File: config.mk
export PLATFORM = sky130hd
export DESIGN_NAME = button_debounce_click_classifier_flat
export DESIGN_NICKNAME = d
export VERILOG_FILES = /design/src/rtl/core/bdc_pkg.sv /design/src/rtl/core/bdc_if.sv /design/src/rtl/core/bdc_debounce.sv /design/src/rtl/core/bdc_classifier.sv /design/src/rtl/core/button_debounce_click_classifier.sv /design/src/flat_wrapper.sv
export SDC_FILE = /design/constraint.sdc
export NUM_CORES = 1
export LEC_CHECK = 0
export CAP_MARGIN = 10
export CORE_UTILIZATION = 60
export DETAILED_ROUTE_END_ITERATION = 8
export DONT_BUFFER_PORTS = 1
export GPL_ROUTABILITY_DRIVEN = 0
export PLACE_DENSITY = 0.76
export SETUP_SLACK_MARGIN = 0.1
export SYNTH_ARGS = -nofsm -noshare
export SYNTH_HDL_FRONTEND = slang
export SYNTH_SLANG_ARGS = --single-unit
File: constraint.sdc
create_clock -name clock -period 18.3 [get_ports clock]
set_input_delay 2.745 -clock clock [delete_from_list [all_inputs] [get_ports clock]]
set_output_delay 2.745 -clock clock [all_outputs]
set_load 0.02 [all_outputs]
File: src/rtl/core/bdc_pkg.sv
package bdc_pkg;

   localparam int unsigned TIME_W   = 32;
   localparam int unsigned DELAY_W  = 16;
   localparam int unsigned STATE_W  = 3;
   localparam int unsigned CSR_IDX_W = 3;

   // Register indexes of the configuration port
   localparam logic [CSR_IDX_W-1:0] CSR_ACTIVE_LOW  = 3'd0;
   localparam logic [CSR_IDX_W-1:0] CSR_START_STATE = 3'd1;
   localparam logic [CSR_IDX_W-1:0] CSR_DEBOUNCE_MS = 3'd2;
   localparam logic [CSR_IDX_W-1:0] CSR_PRESS_MS    = 3'd3;
   localparam logic [CSR_IDX_W-1:0] CSR_CLICK_MS    = 3'd4;

   // Classifier settings shared with the state machine
   typedef struct packed {
      logic               active_low;
      logic [DELAY_W-1:0] press_ms;
      logic [DELAY_W-1:0] click_ms;
   } cls_cfg_type;

   // Events recognized on one sample
   typedef struct packed {
      logic clicked;
      logic double_clicked;
      logic long_pressed;
      logic long_released;
   } event_type;

endpackage

File: src/rtl/core/bdc_if.sv
interface bdc_req_if;
   logic                        valid;
   logic                        ready;
   logic                        raw_level;
   logic [bdc_pkg::TIME_W-1:0]  time_ms;

   modport source (output valid, output raw_level, output time_ms, input ready);
   modport sink   (input valid, input raw_level, input time_ms, output ready);
endinterface

interface bdc_rsp_if;
   logic                         valid;
   logic                         ready;
   logic                         clicked;
   logic                         double_clicked;
   logic                         long_pressed;
   logic                         long_released;
   logic                         switched;
   logic                         any_event;
   logic                         stable_level;
   logic [bdc_pkg::STATE_W-1:0]  class_state;

   modport source (output valid, output clicked, output double_clicked,
                   output long_pressed, output long_released, output switched,
                   output any_event, output stable_level, output class_state,
                   input ready);
   modport sink   (input valid, input clicked, input double_clicked,
                   input long_pressed, input long_released, input switched,
                   input any_event, input stable_level, input class_state,
                   output ready);
endinterface

File: src/rtl/core/bdc_debounce.sv
module bdc_debounce (
   input  logic                          clock,
   input  logic                          reset,
   input  logic                          advance,
   input  logic                          raw_level,
   input  logic [bdc_pkg::TIME_W-1:0]    now,
   input  logic [bdc_pkg::DELAY_W-1:0]   debounce_ms,
   output logic                          level_in
);

   logic                        prev_raw_ff;
   logic                        level_ff;
   logic [bdc_pkg::TIME_W-1:0]  change_time_ff;
   logic [bdc_pkg::TIME_W-1:0]  change_time_in;
   logic [bdc_pkg::TIME_W-1:0]  steady_time;

   // A changed sample restarts the timer, so its difference is zero and never passes
   assign change_time_in = (raw_level != prev_raw_ff) ? now : change_time_ff;
   assign steady_time    = now - change_time_in;
   assign level_in       = (steady_time > {{(bdc_pkg::TIME_W-bdc_pkg::DELAY_W){1'b0}},
                                           debounce_ms}) ? raw_level : level_ff;

   always_ff @(posedge clock) begin
      if (reset) begin
         prev_raw_ff    <= 1'b0;
         level_ff       <= 1'b0;
         change_time_ff <= '0;
      end else if (advance) begin
         prev_raw_ff    <= raw_level;
         level_ff       <= level_in;
         change_time_ff <= change_time_in;
      end
   end

endmodule

File: src/rtl/core/bdc_classifier.sv
module bdc_classifier (
   input  logic                          clock,
   input  logic                          reset,
   input  logic                          advance,
   input  logic                          load_start,
   input  logic [bdc_pkg::STATE_W-1:0]   start_state,
   input  bdc_pkg::cls_cfg_type          cfg,
   input  logic                          level,
   input  logic [bdc_pkg::TIME_W-1:0]    now,
   output bdc_pkg::event_type            events,
   output logic [bdc_pkg::STATE_W-1:0]   state_code
);

   typedef enum logic [bdc_pkg::STATE_W-1:0] {
      ST_IDLE = 3'd0,
      ST_D    = 3'd1,
      ST_DU   = 3'd2,
      ST_DUD  = 3'd3,
      ST_HELD = 3'd4,
      ST_U    = 3'd5,
      ST_UD   = 3'd6,
      ST_UDU  = 3'd7
   } state_type;

   state_type                   state_ff;
   state_type                   state_in;
   logic [bdc_pkg::TIME_W-1:0]  phase_ff;
   logic [bdc_pkg::TIME_W-1:0]  phase_in;
   logic [bdc_pkg::TIME_W-1:0]  phase_age;
   logic                        pressed;
   logic                        press_over;
   logic                        click_over;

   assign pressed    = (level == !cfg.active_low);
   assign phase_age  = now - phase_ff;
   assign press_over = phase_age > {{(bdc_pkg::TIME_W-bdc_pkg::DELAY_W){1'b0}}, cfg.press_ms};
   assign click_over = phase_age > {{(bdc_pkg::TIME_W-bdc_pkg::DELAY_W){1'b0}}, cfg.click_ms};

   always_comb begin
      state_in = state_ff;
      phase_in = phase_ff;
      events   = '0;
      unique case (state_ff)
         ST_IDLE: begin
            if (pressed) begin
               state_in = ST_D;
               phase_in = now;
            end
         end
         ST_D: begin
            priority if (!pressed) begin
               state_in = ST_DU;
               phase_in = now;
            end else if (press_over) begin
               events.long_pressed = 1'b1;
               state_in = ST_HELD;
            end else begin
               // hold state and phase
            end
         end
         ST_DU: begin
            priority if (click_over) begin
               events.clicked = 1'b1;
               state_in = ST_IDLE;
            end else if (pressed) begin
               state_in = ST_DUD;
               phase_in = now;
            end else begin
               // hold state and phase
            end
         end
         ST_DUD: begin
            priority if (click_over) begin
               events.double_clicked = 1'b1;
               state_in = ST_HELD;
            end else if (!pressed) begin
               events.double_clicked = 1'b1;
               state_in = ST_IDLE;
            end else begin
               // hold state and phase
            end
         end
         ST_HELD: begin
            if (!pressed) begin
               state_in = ST_U;
               phase_in = now;
            end
         end
         ST_U: begin
            priority if (pressed) begin
               state_in = ST_UD;
               phase_in = now;
            end else if (press_over) begin
               events.long_released = 1'b1;
               state_in = ST_IDLE;
            end else begin
               // hold state and phase
            end
         end
         ST_UD: begin
            priority if (click_over) begin
               events.clicked = 1'b1;
               state_in = ST_HELD;
            end else if (!pressed) begin
               state_in = ST_UDU;
               phase_in = now;
            end else begin
               // hold state and phase
            end
         end
         ST_UDU: begin
            priority if (click_over) begin
               events.double_clicked = 1'b1;
               state_in = ST_IDLE;
            end else if (pressed) begin
               events.double_clicked = 1'b1;
               state_in = ST_HELD;
            end else begin
               // hold state and phase
            end
         end
         default: begin
            state_in = ST_IDLE;
         end
      endcase
   end

   assign state_code = state_in;

   always_ff @(posedge clock) begin
      if (reset) begin
         // start_state itself returns to idle at reset
         state_ff <= ST_IDLE;
         phase_ff <= '0;
      end else if (load_start) begin
         state_ff <= state_type'(start_state);
      end else if (advance) begin
         state_ff <= state_in;
         phase_ff <= phase_in;
      end
   end

endmodule

File: src/rtl/core/button_debounce_click_classifier.sv
// Channel  Dir  Handshake     Payload
// req_chan in   valid/ready   raw_level, time_ms
// rsp_chan out  valid/ready   event flags, switched, any_event, stable_level, class_state
// csr      in   csr_wr_en     csr_index, csr_wdata (no read-back)
//
// Each item yields exactly one result item; the block takes one item per cycle
// while the result side is not stalled. An item passes the input register, then
// debounce and classifier logic into the result register. The state loop closes at
// the result load. Reset is synchronous: valid flags, configuration and state
// registers return to their defaults and the classifier to idle, the start_state
// default. A stalled result holds in the result register while one more item waits
// in the input register; req_chan.ready drops only when both are full.
module button_debounce_click_classifier (
   input  logic                           clock,
   input  logic                           reset,
   bdc_req_if.sink                        req_chan,
   bdc_rsp_if.source                      rsp_chan,
   input  logic                           csr_wr_en,
   input  logic [bdc_pkg::CSR_IDX_W-1:0]  csr_index,
   input  logic [bdc_pkg::DELAY_W-1:0]    csr_wdata
);

   // Configuration registers
   logic                          active_low_ff;
   logic [bdc_pkg::STATE_W-1:0]   start_state_ff;
   logic [bdc_pkg::DELAY_W-1:0]   debounce_ms_ff;
   logic [bdc_pkg::DELAY_W-1:0]   press_ms_ff;
   logic [bdc_pkg::DELAY_W-1:0]   click_ms_ff;
   logic                          load_start;

   // Input register
   logic                          in_vld_ff;
   logic                          in_raw_ff;
   logic [bdc_pkg::TIME_W-1:0]    in_time_ff;

   // Result register
   logic                          out_vld_ff;
   bdc_pkg::event_type            out_events_ff;
   logic                          out_level_ff;
   logic [bdc_pkg::STATE_W-1:0]   out_state_ff;

   logic                          advance;
   logic                          level_in;
   bdc_pkg::event_type            events_in;
   logic [bdc_pkg::STATE_W-1:0]   state_in;
   bdc_pkg::cls_cfg_type          cls_cfg;

   // Move the held item into the result register when that slot is free or draining
   assign advance        = in_vld_ff && (!out_vld_ff || rsp_chan.ready);
   assign req_chan.ready = !in_vld_ff || advance;
   assign load_start     = csr_wr_en && (csr_index == bdc_pkg::CSR_START_STATE);

   assign cls_cfg.active_low = active_low_ff;
   assign cls_cfg.press_ms   = press_ms_ff;
   assign cls_cfg.click_ms   = click_ms_ff;

   always_ff @(posedge clock) begin
      if (reset) begin
         active_low_ff  <= 1'b1;
         start_state_ff <= '0;
         debounce_ms_ff <= bdc_pkg::DELAY_W'(50);
         press_ms_ff    <= bdc_pkg::DELAY_W'(1000);
         click_ms_ff    <= bdc_pkg::DELAY_W'(250);
      end else if (csr_wr_en) begin
         unique case (csr_index)
            bdc_pkg::CSR_ACTIVE_LOW:  active_low_ff  <= csr_wdata[0];
            bdc_pkg::CSR_START_STATE: start_state_ff <= csr_wdata[bdc_pkg::STATE_W-1:0];
            bdc_pkg::CSR_DEBOUNCE_MS: debounce_ms_ff <= csr_wdata;
            bdc_pkg::CSR_PRESS_MS:    press_ms_ff    <= csr_wdata;
            bdc_pkg::CSR_CLICK_MS:    click_ms_ff    <= csr_wdata;
            default: ; // unknown index: drop the write
         endcase
      end
   end

   // The classifier loads the written code directly, same edge as the register
   bdc_debounce u_debounce (
      .clock       (clock),
      .reset       (reset),
      .advance     (advance),
      .raw_level   (in_raw_ff),
      .now         (in_time_ff),
      .debounce_ms (debounce_ms_ff),
      .level_in    (level_in)
   );

   bdc_classifier u_classifier (
      .clock       (clock),
      .reset       (reset),
      .advance     (advance),
      .load_start  (load_start),
      .start_state ((csr_wr_en && load_start) ? csr_wdata[bdc_pkg::STATE_W-1:0]
                                               : start_state_ff),
      .cfg         (cls_cfg),
      .level       (level_in),
      .now         (in_time_ff),
      .events      (events_in),
      .state_code  (state_in)
   );

   // Input register: capture an accepted item, empty it once it advances
   always_ff @(posedge clock) begin
      if (reset) begin
         in_vld_ff <= 1'b0;
      end else if (req_chan.valid && req_chan.ready) begin
         in_vld_ff <= 1'b1;
      end else if (advance) begin
         in_vld_ff <= 1'b0;
      end
   end

   always_ff @(posedge clock) begin
      if (req_chan.valid && req_chan.ready) begin
         in_raw_ff  <= req_chan.raw_level;
         in_time_ff <= req_chan.time_ms;
      end
   end

   // Result register: hold while the sink stalls
   always_ff @(posedge clock) begin
      if (reset) begin
         out_vld_ff <= 1'b0;
      end else if (advance) begin
         out_vld_ff <= 1'b1;
      end else if (rsp_chan.ready) begin
         out_vld_ff <= 1'b0;
      end
   end

   always_ff @(posedge clock) begin
      if (advance) begin
         out_events_ff <= events_in;
         out_level_ff  <= level_in;
         out_state_ff  <= state_in;
      end
   end

   assign rsp_chan.valid          = out_vld_ff;
   assign rsp_chan.clicked        = out_events_ff.clicked;
   assign rsp_chan.double_clicked = out_events_ff.double_clicked;
   assign rsp_chan.long_pressed   = out_events_ff.long_pressed;
   assign rsp_chan.long_released  = out_events_ff.long_released;
   assign rsp_chan.switched       = out_events_ff.long_pressed | out_events_ff.long_released;
   assign rsp_chan.any_event      = |out_events_ff;
   assign rsp_chan.stable_level   = out_level_ff;
   assign rsp_chan.class_state    = out_state_ff;

   // An advancing item always lands in the result register
   a_advance_fills: assert property (@(posedge clock) disable iff (reset)
      advance |=> out_vld_ff)
      else $error("advanced item did not reach result register");

   // A transition never raises more than one event
   a_single_event: assert property (@(posedge clock) disable iff (reset)
      out_vld_ff |-> $onehot0(out_events_ff))
      else $error("more than one event flag in one result");

   // A held item that cannot advance blocks the input side
   a_full_blocks: assert property (@(posedge clock) disable iff (reset)
      (in_vld_ff && !advance) |-> !req_chan.ready)
      else $error("input accepted while input register full");

   // A stalled result is neither dropped nor overwritten
   a_stall_holds: assert property (@(posedge clock) disable iff (reset)
      (out_vld_ff && !rsp_chan.ready) |=> (out_vld_ff && $stable(out_state_ff)
                                           && $stable(out_events_ff)))
      else $error("stalled result changed");

endmodule
File: src/flat_wrapper.sv
// flat-port wrapper written by rule: the top's interface ports become plain ports
module button_debounce_click_classifier_flat 
  (clock, reset, csr_wr_en, csr_index, csr_wdata, req_chan_valid, req_chan_raw_level, req_chan_time_ms, req_chan_ready, rsp_chan_valid, rsp_chan_clicked, rsp_chan_double_clicked, rsp_chan_long_pressed, rsp_chan_long_released, rsp_chan_switched, rsp_chan_any_event, rsp_chan_stable_level, rsp_chan_class_state, rsp_chan_ready);
  bdc_req_if req_chan_i ();
  bdc_rsp_if rsp_chan_i ();
  input  logic clock;
  input  logic reset;
  input  logic csr_wr_en;
  input  logic [bdc_pkg::CSR_IDX_W-1:0] csr_index;
  input  logic [bdc_pkg::DELAY_W-1:0] csr_wdata;
  input wire logic [$bits(req_chan_i.valid)-1:0] req_chan_valid;
  input wire logic [$bits(req_chan_i.raw_level)-1:0] req_chan_raw_level;
  input wire logic [$bits(req_chan_i.time_ms)-1:0] req_chan_time_ms;
  output wire logic [$bits(req_chan_i.ready)-1:0] req_chan_ready;
  output wire logic [$bits(rsp_chan_i.valid)-1:0] rsp_chan_valid;
  output wire logic [$bits(rsp_chan_i.clicked)-1:0] rsp_chan_clicked;
  output wire logic [$bits(rsp_chan_i.double_clicked)-1:0] rsp_chan_double_clicked;
  output wire logic [$bits(rsp_chan_i.long_pressed)-1:0] rsp_chan_long_pressed;
  output wire logic [$bits(rsp_chan_i.long_released)-1:0] rsp_chan_long_released;
  output wire logic [$bits(rsp_chan_i.switched)-1:0] rsp_chan_switched;
  output wire logic [$bits(rsp_chan_i.any_event)-1:0] rsp_chan_any_event;
  output wire logic [$bits(rsp_chan_i.stable_level)-1:0] rsp_chan_stable_level;
  output wire logic [$bits(rsp_chan_i.class_state)-1:0] rsp_chan_class_state;
  input wire logic [$bits(rsp_chan_i.ready)-1:0] rsp_chan_ready;
  assign req_chan_i.valid = req_chan_valid;
  assign req_chan_i.raw_level = req_chan_raw_level;
  assign req_chan_i.time_ms = req_chan_time_ms;
  assign req_chan_ready = req_chan_i.ready;
  assign rsp_chan_valid = rsp_chan_i.valid;
  assign rsp_chan_clicked = rsp_chan_i.clicked;
  assign rsp_chan_double_clicked = rsp_chan_i.double_clicked;
  assign rsp_chan_long_pressed = rsp_chan_i.long_pressed;
  assign rsp_chan_long_released = rsp_chan_i.long_released;
  assign rsp_chan_switched = rsp_chan_i.switched;
  assign rsp_chan_any_event = rsp_chan_i.any_event;
  assign rsp_chan_stable_level = rsp_chan_i.stable_level;
  assign rsp_chan_class_state = rsp_chan_i.class_state;
  assign rsp_chan_i.ready = rsp_chan_ready;
  button_debounce_click_classifier u_core (.clock(clock), .reset(reset), .req_chan(req_chan_i), .rsp_chan(rsp_chan_i), .csr_wr_en(csr_wr_en), .csr_index(csr_index), .csr_wdata(csr_wdata));
endmodule
==> results.json <==
{
  "ys_seq_area_frac": 0.303,
  "power.density_cell_area_mw_per_mm2": 84.9,
  "endpoint_kind": "register",
  "ctsRootBufferMaster": "sky130_fd_sc_hd__clkbuf_16",
  "avgViaCountPerCell": 6.21,
  "wl_per_cell_um": 18.3,
  "ys_async_sr_fraction": 0,
  "grtUsageTotal": 0.307,
  "finalNetCount": 1588,
  "cts_htree_levels": 4,
  "worst_ir_drop_vdd_uv": 66.5,
  "finalCoreUtilization": 0.648,
  "dieArea_mm2": 0.0205,
  "cts.sink_count": 161,
  "pin_count_of_the_biggest_net_entering_global_routing": 153,
  "cts_tree": "yes",
  "synth_ff_type": "sky130_fd_sc_hd__dfxtp_1",
  "timing_worst_setup_path_type": "register to register",
  "die_height_um": 143,
  "design.portCount": 69,
  "clk-insertion-delay-late_ns": 0.44,
  "worstSetupStartpointType": "register",
  "fin_worst_skew_ns": 0.0148,
  "dp.final_hpwl_um": 23400,
  "antenna_found_initial": 0,
  "cts_hold_buffers": 0,
  "maxSlewHeadroom": 0.268,
  "rsz_0062_raised_after_global_routing": "false",
  "cts.reportedPaths.clkPinSlew_ns": 0.08,
  "detail_route.first_pass.iterations": 5,
  "totalNegativeSetupSlack_ns": 0,
  "synth_area_mm2": 0.0120,
  "first_global_vias": 9588,
  "critical_path.max_fanout": 48,
  "cp_data_required_time_ns": 18.65,
  "drt.antenna.violating_nets": 0,
  "cts_inserted_buffers": 17,
  "min-delay-path-class": "register to register",
  "fin_cells": 1709,
  "route.final.wire_length_um": 31300,
  "fillerInstances": 1699,
  "max_freq_mhz": 149,
  "post_cts_buffers": 0,
  "period_share": 0.367,
  "final-max-slew-violation-count": 0,
  "clockBufferDepth": 2,
  "cellLeakagePower_nw": 4.83,
  "run_status": "completed",
  "core_mm2": 0.0195,
  "post_synth.cell_area_avg_um2": 8.14,
  "synth_nets": 1630,
  "finalWorstPathRequiredPeriod_ns": 6.71,
  "route.vias.total": 10600,
  "synth_edf_count": 41,
  "die-width_um": 143,
  "yosys_warnings": 0,
  "max_capacitance_violation_count": 0,
  "post-place-cells": 1676,
  "postSynthCellCount": 1472,
  "area_growth_pct": 5.55,
  "worst_slew_pin_slew_ns": 1.10,
  "worst-endpoint-arrival_ns": 7.06,
  "grt-ovfl-total": 0,
  "report.final.setup_viol": 0,
  "ys_types": 91,
  "floorplan.initialDensity": 0.614,
  "ys_ff_latch": 161,
  "report.final.hold_viol_count": 0,
  "grt_pass1_wl_um": 49100,
  "post-route-drc-count": 0,
  "cts_repair_resize_count": 0,
  "floorplan.rows": 51,
  "drive_gt1_frac": 0.0471,
  "violation_count_after_the_first_detailed_route_iteration": 954,
  "portBuffers": 0
}
==> final cells by class <==
type	instances	area, um2	area share
Antenna cell	1	2.50	0.000198
Clock buffer	17	425	0.0336
Clock inverter	15	193	0.0152
Inverter	105	394	0.0312
Multi-Input combinational cell	1140	7630	0.603
Sequential cell	161	3630	0.287
Tap cell	265	332	0.0262
Timing Repair Buffer	5	37.5	0.00297
==> critical path, stage by stage (launching register included) <==
cell,delay [ns]
sky130_fd_sc_hd__edfxtp_1,0.59
sky130_fd_sc_hd__xor2_4,0.16
sky130_fd_sc_hd__buf_4,0.51
sky130_fd_sc_hd__mux2i_1,0.18
sky130_fd_sc_hd__ha_1,0.49
sky130_fd_sc_hd__nand3_1,0.15
sky130_fd_sc_hd__or3_4,0.44
sky130_fd_sc_hd__o211ai_1,0.30
sky130_fd_sc_hd__xor2_1,0.12
sky130_fd_sc_hd__ha_1,0.34
sky130_fd_sc_hd__nand4_1,0.11
sky130_fd_sc_hd__nor3_1,0.25
sky130_fd_sc_hd__or4b_2,0.18
sky130_fd_sc_hd__o22ai_1,0.06
sky130_fd_sc_hd__a311oi_1,0.21
sky130_fd_sc_hd__o2111a_1,0.21
sky130_fd_sc_hd__o2111ai_1,0.13
sky130_fd_sc_hd__nor4_2,0.28
sky130_fd_sc_hd__nor4b_4,0.45
sky130_fd_sc_hd__a41o_1,0.19
sky130_fd_sc_hd__and2_4,0.22
sky130_fd_sc_hd__mux2i_4,0.22
sky130_fd_sc_hd__buf_4,0.48
sky130_fd_sc_hd__mux2i_1,0.27
==> synth_stat cells (23+ instances only) <==
| cell | instances | area [um2] |
|---|---|---|
| sky130_fd_sc_hd__nor2_1 | 69 | 259 |
| sky130_fd_sc_hd__clkbuf_1 | 50 | 188 |
| sky130_fd_sc_hd__nand4_1 | 23 | 144 |
| sky130_fd_sc_hd__nand2_1 | 223 | 837 |
| sky130_fd_sc_hd__xnor2_1 | 39 | 342 |
| sky130_fd_sc_hd__ha_1 | 100 | 1250 |
| sky130_fd_sc_hd__o21ai_0 | 43 | 215 |
| sky130_fd_sc_hd__a21oi_1 | 151 | 756 |
| sky130_fd_sc_hd__nand2b_1 | 78 | 488 |
| sky130_fd_sc_hd__edfxtp_1 | 41 | 1230 |
| sky130_fd_sc_hd__o21a_1 | 23 | 173 |
| sky130_fd_sc_hd__mux2i_1 | 61 | 611 |
| sky130_fd_sc_hd__inv_1 | 103 | 387 |
| sky130_fd_sc_hd__a21o_1 | 31 | 233 |
| sky130_fd_sc_hd__dfxtp_1 | 120 | 2400 |
==> kinds of logic after synthesis <==
family / count (synthesis) / share of synthesized area
AND/OR/NAND/NOR: 529 / 0.220
adder cells (fa/ha/maj): 102 / 0.107
AO/OA/AOI/OAI: 390 / 0.213
XOR/XNOR: 56 / 0.0416
multiplexers: 63 / 0.0538
flip-flops: 161 / 0.303
buffers and inverters: 171 / 0.0618
==> per-stage QoR <==
| stage | worst slack, ns | power (mW) | cell area [um2] | hold slack [ns] |
|---|---|---|---|---|
| global route | 11.19 | 1.12 | 12600 | 0.465 |
| detailed placement | 11.76 | 0.701 | 12000 | 0.442 |
| global placement | 12.06 | 0.694 | 12000 | 0.437 |
| floorplan | 12.26 | 0.643 | 12000 | 0.436 |
| finish | 11.59 | 1.07 | 12600 | 0.452 |
| CTS | 11.71 | 1.07 | 12600 | 0.451 |
==> layout by cell type (no fill, tap or decap), types with 31 or more instances in the layout <==
cell type / synthesis / final
sky130_fd_sc_hd__nand2_1: 223 / 223
sky130_fd_sc_hd__nand2b_1: 78 / 78
sky130_fd_sc_hd__mux2i_1: 61 / 61
sky130_fd_sc_hd__a21oi_1: 151 / 151
sky130_fd_sc_hd__ha_1: 100 / 100
sky130_fd_sc_hd__inv_1: 103 / 103
sky130_fd_sc_hd__xnor2_1: 39 / 39
sky130_fd_sc_hd__nor2_1: 69 / 68
sky130_fd_sc_hd__edfxtp_1: 41 / 41
sky130_fd_sc_hd__a21o_1: 31 / 31
sky130_fd_sc_hd__dfxtp_1: 120 / 120
sky130_fd_sc_hd__o21ai_0: 43 / 43
==> worst paths after layout <==
kind	slack [ns]	end	cells after the start	start
setup reg to reg	11.59	u_core.u_classifier.phase_ff[28]	23	u_core.in_raw_ff
hold / removal	0.45	u_core.click_ms_ff[2]	2	u_core.click_ms_ff[2]
hold reg to reg	0.45	u_core.click_ms_ff[2]	2	u_core.click_ms_ff[2]
setup / recovery	11.59	u_core.u_classifier.phase_ff[28]	23	u_core.in_raw_ff
==> sequential cells by signal (all words and copies together), names as in the netlist <==
| name | flops |
|---|---|
| u_core.active_low_ff | 1 |
| u_core.click_ms_ff | 16 |
| u_core.debounce_ms_ff | 16 |
| u_core.in_raw_ff | 1 |
| u_core.in_time_ff | 32 |
| u_core.in_vld_ff | 1 |
| u_core.press_ms_ff | 16 |
| u_core.rsp_chan.class_state | 3 |
| u_core.rsp_chan.clicked | 1 |
| u_core.rsp_chan.double_clicked | 1 |
| u_core.rsp_chan.long_pressed | 1 |
| u_core.rsp_chan.long_released | 1 |
| u_core.rsp_chan.stable_level | 1 |
| u_core.rsp_chan.valid | 1 |
| u_core.u_classifier.phase_ff | 32 |
| u_core.u_classifier.state_ff | 3 |
| u_core.u_debounce.change_time_ff | 32 |
| u_core.u_debounce.level_ff | 1 |
| u_core.u_debounce.prev_raw_ff | 1 |
==> layer usage <==
metal | share of wire | global-route usage
met3 | 0.057 | 0.0340
met1 | 0.46 | 0.429
met5 | 0 | 0
met4 | 0.022 | 0.111
met2 | 0.46 | 0.491
==> report_power, final <==
group | switching, mW | internal (mW) | leakage, nW
sequential | 0.0187 | 0.381 | 1.37
clock | 0.173 | 0.197 | 0.298
combinational | 0.179 | 0.124 | 3.16
Note: power is estimated with default switching activity, not from simulation.
